--- src/rtl/asr_pkg.sv ---
// Shared types and constants for the asymmetric speed ramp.
// Holds field widths, reset values, register indexes and phase codes.
// No dependencies.
`timescale 1ns / 1ps

package asr_pkg;

  localparam int unsigned CmdW   = 15;
  localparam int unsigned SpeedW = 17;
  localparam int unsigned StepW  = 10;
  localparam int unsigned LimitW = 16;
  localparam int unsigned PhaseW = 2;
  localparam int unsigned AddrW  = 4;
  localparam int unsigned DataW  = 32;

  localparam int unsigned InTdataW  = 32;
  localparam int unsigned OutTdataW = 24;

  localparam logic [StepW-1:0]  AccelReset = StepW'(2);
  localparam logic [StepW-1:0]  DecelReset = StepW'(10);
  localparam logic [LimitW-1:0] LimitReset = LimitW'(200);

  localparam logic [1:0] REG_ACCEL = 2'd0;
  localparam logic [1:0] REG_DECEL = 2'd1;
  localparam logic [1:0] REG_LIMIT = 2'd2;

  localparam logic [PhaseW-1:0] PHASE_STOPPED  = 2'd0;
  localparam logic [PhaseW-1:0] PHASE_STOPPING = 2'd1;
  localparam logic [PhaseW-1:0] PHASE_RUNNING  = 2'd2;
  localparam logic [PhaseW-1:0] PHASE_RESTART  = 2'd3;

  typedef struct packed {
    logic [StepW-1:0]  accel_step;
    logic [StepW-1:0]  decel_step;
    logic [LimitW-1:0] stop_speed_limit;
  } asr_cfg_t;

endpackage

--- src/rtl/asr_cfg.sv ---
// Configuration register bank with an APB-style slave port.
// Depends on asr_pkg for widths, reset values and register indexes.
`timescale 1ns / 1ps

module asr_cfg
  import asr_pkg::*;
(
  input  logic             clk_i,
  input  logic             rst_ni,
  input  logic             psel,
  input  logic             penable,
  input  logic             pwrite,
  input  logic [AddrW-1:0] paddr,
  input  logic [DataW-1:0] pwdata,
  output logic [DataW-1:0] prdata,
  output logic             pready,
  output asr_cfg_t         cfg_o
);

  asr_cfg_t   cfg_q;
  logic       wr_en;
  logic [1:0] reg_idx;

  assign pready  = 1'b1;
  assign wr_en   = psel && penable && pwrite;
  assign reg_idx = paddr[3:2];

  always_ff @(posedge clk_i or negedge rst_ni) begin
    if (!rst_ni) begin
      cfg_q.accel_step       <= AccelReset;
      cfg_q.decel_step       <= DecelReset;
      cfg_q.stop_speed_limit <= LimitReset;
    end else if (wr_en) begin
      unique case (reg_idx)
        REG_ACCEL: cfg_q.accel_step       <= pwdata[StepW-1:0];
        REG_DECEL: cfg_q.decel_step       <= pwdata[StepW-1:0];
        REG_LIMIT: cfg_q.stop_speed_limit <= pwdata[LimitW-1:0];
        default: ;
      endcase
    end
  end

  always_comb begin
    unique case (reg_idx)
      REG_ACCEL: prdata = DataW'(cfg_q.accel_step);
      REG_DECEL: prdata = DataW'(cfg_q.decel_step);
      REG_LIMIT: prdata = DataW'(cfg_q.stop_speed_limit);
      default:   prdata = '0;
    endcase
  end

  assign cfg_o = cfg_q;

endmodule

--- src/rtl/asr_ramp.sv ---
// Combinational ramp step: phase decode and next speed target.
// Depends on asr_pkg for widths, phase codes and the configuration struct.
`timescale 1ns / 1ps

module asr_ramp
  import asr_pkg::*;
(
  input  asr_cfg_t          cfg_i,
  input  logic [CmdW-1:0]   cmd_i,
  input  logic [SpeedW-1:0] speed_i,
  input  logic [CmdW-1:0]   target_i,
  output logic [CmdW-1:0]   target_o,
  output logic [PhaseW-1:0] phase_o
);

  logic [SpeedW-1:0] mag;
  logic              moving;
  logic [CmdW:0]     rise_sum;
  logic [CmdW-1:0]   rise_t;
  logic [CmdW-1:0]   decel_ext;
  logic [CmdW-1:0]   fall_t;
  logic [CmdW-1:0]   gap;
  logic [CmdW-1:0]   stop_t;
  logic [CmdW-1:0]   run_t;

  assign mag    = speed_i[SpeedW-1] ? (~speed_i + SpeedW'(1)) : speed_i;
  assign moving = mag > {1'b0, cfg_i.stop_speed_limit};

  always_comb begin
    if (cmd_i == '0) begin
      phase_o = moving ? PHASE_STOPPING : PHASE_STOPPED;
    end else begin
      phase_o = moving ? PHASE_RUNNING : PHASE_RESTART;
    end
  end

  assign rise_sum  = {1'b0, target_i} + (CmdW + 1)'(cfg_i.accel_step);
  assign rise_t    = (rise_sum > {1'b0, cmd_i}) ? cmd_i : rise_sum[CmdW-1:0];
  assign decel_ext = CmdW'(cfg_i.decel_step);
  assign fall_t    = target_i - decel_ext;
  assign gap       = target_i - cmd_i;
  assign stop_t    = (target_i > decel_ext) ? fall_t : '0;

  always_comb begin
    if (cmd_i > target_i) begin
      run_t = rise_t;
    end else if (cmd_i < target_i) begin
      run_t = (gap >= decel_ext) ? fall_t : cmd_i;
    end else begin
      run_t = target_i;
    end
  end

  always_comb begin
    case (phase_o)
      PHASE_STOPPED:  target_o = '0;
      PHASE_STOPPING: target_o = stop_t;
      PHASE_RUNNING:  target_o = run_t;
      default:        target_o = rise_t;
    endcase
  end

endmodule

--- src/rtl/asymmetric_speed_ramp_top.sv ---
// Top level of the asymmetric speed ramp: stream channels, pipeline and target.
// Depends on asr_pkg, asr_cfg and asr_ramp.
//
// Usage:
// Each request on the slave stream carries a speed command and a signed
// measured speed. For every request one result leaves on the master stream:
// the ramped speed target and the phase code that chose the step.
// The configuration port holds the accel step, decel step and stop limit;
// write it only while no request is in flight.
// From slave acceptance to master valid, the request sits in the input register,
// and the ramp step then moves into the result register and the target.
// Throughput is one request per cycle while the receiver does not stall, since
// the ramp step between the input and result registers is combinational.
// When the receiver stalls, the result register holds and the input
// register keeps at most one more request before tready drops.
// Reset clears the held target to zero, empties both stages and loads the
// register reset values.
`timescale 1ns / 1ps

module asymmetric_speed_ramp_top
  import asr_pkg::*;
(
  input  logic                 clk_i,
  input  logic                 rst_ni,
  input  logic                 s_axis_tvalid_i,
  output logic                 s_axis_tready_o,
  // cmd_speed [14:0], measured_speed [31:15]
  input  logic [InTdataW-1:0]  s_axis_tdata_i,
  output logic                 m_axis_tvalid_o,
  input  logic                 m_axis_tready_i,
  // ramped_target [14:0], ramp_phase [16:15], zero fill [23:17]
  output logic [OutTdataW-1:0] m_axis_tdata_o,
  input  logic                 psel_i,
  input  logic                 penable_i,
  input  logic                 pwrite_i,
  input  logic [AddrW-1:0]     paddr_i,
  input  logic [DataW-1:0]     pwdata_i,
  output logic [DataW-1:0]     prdata_o,
  output logic                 pready_o
);

  asr_cfg_t          cfg;
  logic              in_valid_q;
  logic [CmdW-1:0]   cmd_q;
  logic [SpeedW-1:0] speed_q;
  logic              out_valid_q;
  logic [CmdW-1:0]   res_target_q;
  logic [PhaseW-1:0] res_phase_q;
  logic [CmdW-1:0]   target_q;
  logic [CmdW-1:0]   target_d;
  logic [PhaseW-1:0] phase_d;
  logic              advance;
  logic              in_take;

  asr_cfg u_cfg (
    .clk_i   (clk_i),
    .rst_ni  (rst_ni),
    .psel    (psel_i),
    .penable (penable_i),
    .pwrite  (pwrite_i),
    .paddr   (paddr_i),
    .pwdata  (pwdata_i),
    .prdata  (prdata_o),
    .pready  (pready_o),
    .cfg_o   (cfg)
  );

  asr_ramp u_ramp (
    .cfg_i    (cfg),
    .cmd_i    (cmd_q),
    .speed_i  (speed_q),
    .target_i (target_q),
    .target_o (target_d),
    .phase_o  (phase_d)
  );

  assign advance         = in_valid_q && (!out_valid_q || m_axis_tready_i);
  assign s_axis_tready_o = !in_valid_q || advance;
  assign in_take         = s_axis_tvalid_i && s_axis_tready_o;

  always_ff @(posedge clk_i or negedge rst_ni) begin
    if (!rst_ni) begin
      in_valid_q  <= 1'b0;
      out_valid_q <= 1'b0;
      target_q    <= '0;
    end else begin
      if (in_take) begin
        in_valid_q <= 1'b1;
      end else if (advance) begin
        in_valid_q <= 1'b0;
      end
      if (advance) begin
        out_valid_q <= 1'b1;
        target_q    <= target_d;
      end else if (m_axis_tready_i) begin
        out_valid_q <= 1'b0;
      end
    end
  end

  always_ff @(posedge clk_i) begin
    if (in_take) begin
      cmd_q   <= s_axis_tdata_i[CmdW-1:0];
      speed_q <= s_axis_tdata_i[CmdW+SpeedW-1:CmdW];
    end
    if (advance) begin
      res_target_q <= target_d;
      res_phase_q  <= phase_d;
    end
  end

  assign m_axis_tvalid_o = out_valid_q;
  assign m_axis_tdata_o  = {(OutTdataW - CmdW - PhaseW)'(0), res_phase_q, res_target_q};

  a_target_tracks_result : assert property (
    @(posedge clk_i) disable iff (!rst_ni)
    advance |=> (res_target_q == target_q)
  ) else $error("held target differs from the delivered result");

  a_stall_blocks_input : assert property (
    @(posedge clk_i) disable iff (!rst_ni)
    !s_axis_tready_o |-> (in_valid_q && out_valid_q && !m_axis_tready_i)
  ) else $error("input blocked without a downstream stall");

  a_stopped_is_zero : assert property (
    @(posedge clk_i) disable iff (!rst_ni)
    (out_valid_q && res_phase_q == PHASE_STOPPED) |-> (res_target_q == '0)
  ) else $error("stopped phase with nonzero target");

endmodule
--- config.mk ---
export PLATFORM = sky130hd
export DESIGN_NAME = asymmetric_speed_ramp_top
export DESIGN_NICKNAME = d
export VERILOG_FILES = /design/src/rtl/asr_pkg.sv /design/src/rtl/asr_cfg.sv /design/src/rtl/asr_ramp.sv /design/src/rtl/asymmetric_speed_ramp_top.sv
export SDC_FILE = /design/constraint.sdc
export NUM_CORES = 1
export LEC_CHECK = 0
export BUFFER_PORTS_ARGS = -buffer_cell sky130_fd_sc_hd__buf_2
export CORE_AREA = 2 2 171 106
export DETAILED_ROUTE_END_ITERATION = 6
export DIE_AREA = 0 0 173 108
export MAX_ROUTING_LAYER = met4
export PLACE_DENSITY_LB_ADDON = 0.3
export SLEW_MARGIN = 20
export SYNTH_ARGS = -nofsm -noshare
export SYNTH_HDL_FRONTEND = slang
export SYNTH_SLANG_ARGS = --single-unit
--- constraint.sdc ---
create_clock -name clk_i -period 4.8 [get_ports clk_i]
set_input_delay 0.24 -clock clk_i [delete_from_list [all_inputs] [get_ports clk_i]]
set_output_delay 0.24 -clock clk_i [all_outputs]
set_load 0.01 [all_outputs]
==> After elaboration in Yosys (flattened, before gate mapping) <==
Index checks and enable logic that the tools add are counted.
{ "word_totals": {"input_bits": 75, "ff_bits": 102, "word_cells": 56} }
{ "op_classes": {"magnitude_cmp": 6, "n_bitwise": 1, "n_eq_ne": 4, "add_sub_neg": 4, "muxes": 15, "n_reduce_logical": 16} }
{ "op_table": {"columns": ["op", "n"], "rows": [
  ["$mux 15", 5],
  ["$pmux 16 s3", 1],
  ["$pmux 15 s3", 1],
  ["$add 17x1->17 const B", 1],
  ["$gt 17x16->1", 1],
  ["$mux 17", 1],
  ["$not 17->17", 1],
  ["$add 15x10->16", 1],
  ["$gt 16x15->1", 1],
  ["$ge 15x10->1", 1],
  ["$gt 15x10->1", 1],
  ["$gt 15x15->1", 1],
  ["$logic_not 15->1", 1],
  ["$lt 15x15->1", 1],
  ["$sub 15x10->15", 1],
  ["$sub 15x15->15", 1],
  ["$mux 1", 6],
  ["$reduce_and 2->1", 3],
  ["$eq 2x1->1 const B", 2],
  ["$eq 2x2->1 const B", 2],
  ["$logic_and 1x1->1", 4],
  ["$logic_not 2->1", 2],
  ["$reduce_bool 2->1", 2],
  ["$logic_not 1->1", 2],
  ["2 further kinds", 3]
]} }

==> Logic depth before layout (Yosys ltp) <==
{ "logic_depth": {"ltp_word": 8, "mapped_depth": 22, "depth_no_buf": 21} }

==> Hierarchy <==
From an unflattened synthesis, not the netlist that was laid out.
{ "hier_totals": {"cells_unflattened": 836, "hier_area_um2": 8162.8} }
{ "by_module_without_submodules": {"columns": ["module", "area_each_um2", "seq_area_each_um2", "cells_per_inst", "n_inst"], "rows": [
  ["asr_ramp", 4179.0, 0.0, 601, 1],
  ["asymmetric_speed_ramp_top", 2232.1, 1896.8, 97, 1],
  ["asr_cfg", 1751.7, 908.4, 138, 1]
]} }

==> Least setup slack after synthesis <==
No wires, ideal clock.
{ "synth_path": {"path_type": "register -> register", "start": "register u_cfg.cfg_q, in the netlist u_cfg.cfg_o[26]", "end": "register target_q[12]", "setup_time_ns": 0.125, "arrival_time_ns": 4.326, "setup_slack_ns": 0.349, "synth_period_minus_slack_ns": 4.451, "path_stages_with_launch": 20, "path_cell_list": "dfrtp_1 ha_1 fa_1 a21o_1 nand4_1 a21oi_1 nand2b_1 o31ai_1 xnor2_1 ha_1 and3_1 a221oi_1 o21ai_0 a311o_1 a32o_1 buf_2 a2111oi_0 o31ai_1 o21bai_1 mux2_2"} }
{ "synth_between": {"elab_chain_cells": 5} }
{ "synth_rtl": {"columns": ["item", "line", "text"], "rows": [
  ["start, declared", "asr_cfg.sv:20", "asr_cfg_t cfg_q;"],
  ["$add 15x10->16 *", "asr_ramp.sv:37", "assign rise_sum = {1'b0, target_i} + (CmdW + 1)'(cfg_i.accel_step);"],
  ["$gt 16x15->1", "asr_ramp.sv:38", "assign rise_t = (rise_sum > {1'b0, cmd_i}) ? cmd_i : rise_sum[CmdW-1:0];"],
  ["$mux 15 *", "asr_ramp.sv:38", null],
  ["$mux 15", "asr_ramp.sv:45", "if (cmd_i > target_i) begin"],
  ["$pmux 15 s3 *", "asr_ramp.sv:55", "case (phase_o)"],
  ["named net target_d[12]", "asymmetric_speed_ramp_top.sv:50", "logic [CmdW-1:0] target_d;"],
  ["end signal, assigned", "asymmetric_speed_ramp_top.sv:94", "target_q <= target_d;"],
  ["end, declared", "asymmetric_speed_ramp_top.sv:49", "logic [CmdW-1:0] target_q;"]
]} }
Mark *: on every way through the listed nets, which the timed path passes. The rest lies on a longest branch.
A chain may end at the register's enable or synchronous reset.

==> Final worst setup path <==
{ "layout_path": {"start": "register u_cfg.cfg_q, in the netlist u_cfg.cfg_o[26]", "end": "register target_q[8]"} }
The elaborated chain is that of the path after synthesis.

==> key figures <==
Timing
  • Slew margin rel.: 0.499
  • Slew of the pin with the lowest slew margin: 0.751 ns
  • Sum of negative setup slack: 0 ns
  • Min Tclk post-route: 4.73 ns
  • RSZ-0062 raised after global routing: yes
  • Slew Viols, Final: 0
  • FMAX: 211 MHz
  • Worst setup margin: 0.0718 ns
  • Setup-failing EPs final: 0
  • Final hold vios: 0
  • Final Cycle Share: 0.985
  • Hold_ws: 0.0260 ns
  • Worst clock skew: 0.0118 ns

Job
  • Max_cap viols: 0

Floorplanning
  • Site row count: 37
  • Die ar.: 0.0187 sq mm
  • Die span in y: 108 um
  • Initial Util: 0.494
  • Chip width: 173 um
  • I/O Pins: 134
  • Core area: 0.0169 sq mm

Layout
  • Footprint of the multi-input gates: 0.00520 sq mm
  • Share of cells above drive strength 1: 0.245
  • Final Non-Filler Cells: 1271
  • Sequential standard cell area: 0.00281 sq mm
  • Final #Nets: 1190
  • Final Util: 0.580
  • Diodes inserted: 0
  • Finished Cell Area: 0.00983 sq mm
  • Area added between synthesis and finish: 17.5%
  • Filler cells: 1554

Global route
  • Global-route wire length before repair: 39.7 mm
  • Global Route Usage Sum: 0.288
  • Total grt overflow: 0
  • Initial antenna violation count: 0
  • Vias in the first global route: 6964
  • Largest net degree at the start of global routing: 54

Route
  • 1st-pass router iterations: 6
  • Post-route ant nets: 0
  • # DRC: 0
  • Post-Route WL: 25.9 mm
  • Via Count: 7559
  • Routed WL per cell: 20.4 um
  • Vias/cell: 5.95
  • Initial DRC Count: 1060

Clock tree
  • CTS H-Tree Depth: 3
  • Hold buffer count at CTS: 0
  • CTS buffer count: 9
  • CTS Buffer Depth: 2
  • Root Driver: clkbuf_16
  • Clk_lat worst skew: 0.36 ns
  • Clock Sinks: 102
  • CTS tree: built
  • CTS clk-pin slew, worst paths: 0.08 ns

Setup path
  • Worst Path Arrival: 4.97 ns
  • Worst Reg2Reg Path Length in Cells: 19
  • Crit path max fanout: 5
  • CP endpoint kind: register
  • FF-to-FF setup slack: 0.07 ns
  • RR Startpoint: u_cfg.cfg_o[26]$_DFFE_PN0P_
  • WS Path Type: reg2reg
  • CP startpoint kind: register
  • Reg2reg end: target_q[8]$_DFFE_PN0P_
  • WP data required: 5.05 ns

Placement
  • Placer Congestion: 0.985
  • Area after DPL: 0.00940 sq mm
  • I/O Buffers: 91
  • Inst Count DP: 1252
  • DP HPWL: 20.5 mm
  • Placement Setup Slack: -0.0865 ns

Yosys
  • Syn avg cell area: 9.39 sq um
  • Top FF cell, synth: edfxtp_1
  • Synth Area in Compound Gates: 0.206
  • Asr flop ratio synth: 0.520
  • Multiplexer share of the synthesized area: 0.0661
  • Post-synth cell types: 88
  • Synthesized area: 0.00837 sq mm
  • Synth Area in Adders: 0.127
  • Total number of yosys warnings: 0
  • Syn Inst Count: 891
  • Seq/Total Area, Yosys: 0.335
  • Post-synth EDFFs: 49
  • Largest family of logic cells by synthesized area: compound AO/OA/AOI/OAI gates
  • Seq cells post-synth: 102
  • Synth Area in Simple Gates: 0.155
  • Xor and xnor area share after synthesis: 0.0461

Power
  • Leakage power: 4.40 nW
  • Peak supply drop: 0.000309 V
  • Power Density: 617 mW/mm^2
  • Total power: 6.06 mW

Status
  • Run status: finished, final reports clean

Min path
  • Hold WC Path Type: in2async
-- final cells by class --
class                   instances  share of cell area
well taps                     234              0.0298
repair buffers                161               0.101
inverters                      59              0.0225
clock buffers                   9              0.0229
multi-input cells             699               0.529
clock inverters                 7             0.00929
flip-flops and latches        102               0.285
-- worst max-delay path, stage by stage, from the launching register on --
cell      delay, ns
dfrtp_1        0.41
ha_1           0.25
fa_2           0.38
a21o_1         0.20
nand4_1        0.13
a21oi_1        0.11
nand2b_4       0.18
o31ai_2        0.21
xnor2_1        0.18
ha_1           0.29
and3_1         0.22
a221oi_2       0.29
o21ai_1        0.12
a311o_1        0.34
a32o_2         0.27
buf_4          0.17
mux2i_2        0.20
a22oi_1        0.12
o211a_1        0.28
mux2_4         0.26
-- sequential cells by signal (all words and copies together) (netlist names) --
name and flops:
res_phase_q 2, speed_q 17, u_cfg.cfg_o 36, cmd_q 15, m_axis_tvalid_o 1, in_valid_q 1
target_q 15, res_target_q 15
-- metal layers --
metal  track usage  vias to the layer above  routed length [um]
met1         0.444                     3581               12700
li1              -                     3518                   -
met2         0.349                      429                9170
met3         0.102                       31                3720
met5             -                        -                   0
met4        0.0521                        0                 309
-- cells in the final DEF (no fill, tap or decap), drive strengths merged, types with 10 or more instances in the layout --
cell      n
conb     24
o21ai    68
nor2     41
dfrtp    47
o31ai    10
nor3     16
o21a     14
xor2     12
a21o     19
and3     10
buf     161
mux2i    23
nand2b   16
xnor2    32
or3      12
inv      60
nand4    14
mux2     28
nand2    73
nand3    14
ha       80
nor2b    13
edfxtp   49
a21oi    52
and2     13
-- cell usage after synthesis (all sizes together) (8+ instances only) --
master   n  share of area
nand2   73          0.033
nand2b  16          0.012
a21o    19          0.017
inv     59          0.026
xnor2   32          0.033
edfxtp  49           0.18
xor2    12          0.013
o21ai   68          0.041
clkbuf  21         0.0096
nor3    16         0.0096
a211oi   8         0.0084
nand3   14         0.0090
buf     32          0.028
o21a    14          0.013
and2    13          0.010
ha      80           0.12
nor2b   13         0.0097
and3    10         0.0075
a21oi   52          0.032
o31ai   10         0.0096
or3     12         0.0091
a31oi    8         0.0067
mux2    28          0.039
dfrtp   47           0.14
mux2i   23          0.028
nand4   14          0.010
nor2    41          0.018
-- where the power goes --
part           internal (mW)  switching (mW)
clock network          0.376           0.394
logic                   1.64            2.31
registers               1.19           0.147
total                   3.21            2.86
-- how the worst max path moves through the flow --
| stage | slack [ns] | cells past startpoint | endpoint | from |
|---|---|---|---|---|
| final | 0.07 | 19 | target_q[8]$_DFFE_PN0P_ | u_cfg.cfg_o[26]$_DFFE_PN0P_ |
| after global placement | 0.10 | 18 | target_q[12]$_DFFE_PN0P_ | u_cfg.cfg_o[26]$_DFFE_PN0P_ |
| after CTS | 0.0006 | 19 | target_q[8]$_DFFE_PN0P_ | u_cfg.cfg_o[26]$_DFFE_PN0P_ |
| after detailed placement | -0.09 | 18 | target_q[12]$_DFFE_PN0P_ | u_cfg.cfg_o[26]$_DFFE_PN0P_ |
| after floorplan | 0.35 | 19 | target_q[12]$_DFFE_PN0P_ | u_cfg.cfg_o[26]$_DFFE_PN0P_ |
| after global routing | -0.08 | 19 | target_q[8]$_DFFE_PN0P_ | u_cfg.cfg_o[26]$_DFFE_PN0P_ |
-- cell families after synthesis --
group,count (synthesis)
other,2
multiplexers,51
AO/OA/AOI/OAI,248
XOR/XNOR,44
adder cells (fa/ha/maj),83
flip-flops,102
buffers and inverters,112
AND/OR/NAND/NOR,249
-- what timing repair did --
| action | CTS | global route |
|---|---|---|
| endpoints found under the setup margin | 1 | 29 |
| resized for setup | 3 | 18 |
| pin swaps | 0 | 4 |
| buffers inserted | 0 | 3 |
Power figures use the tool's default switching activity.
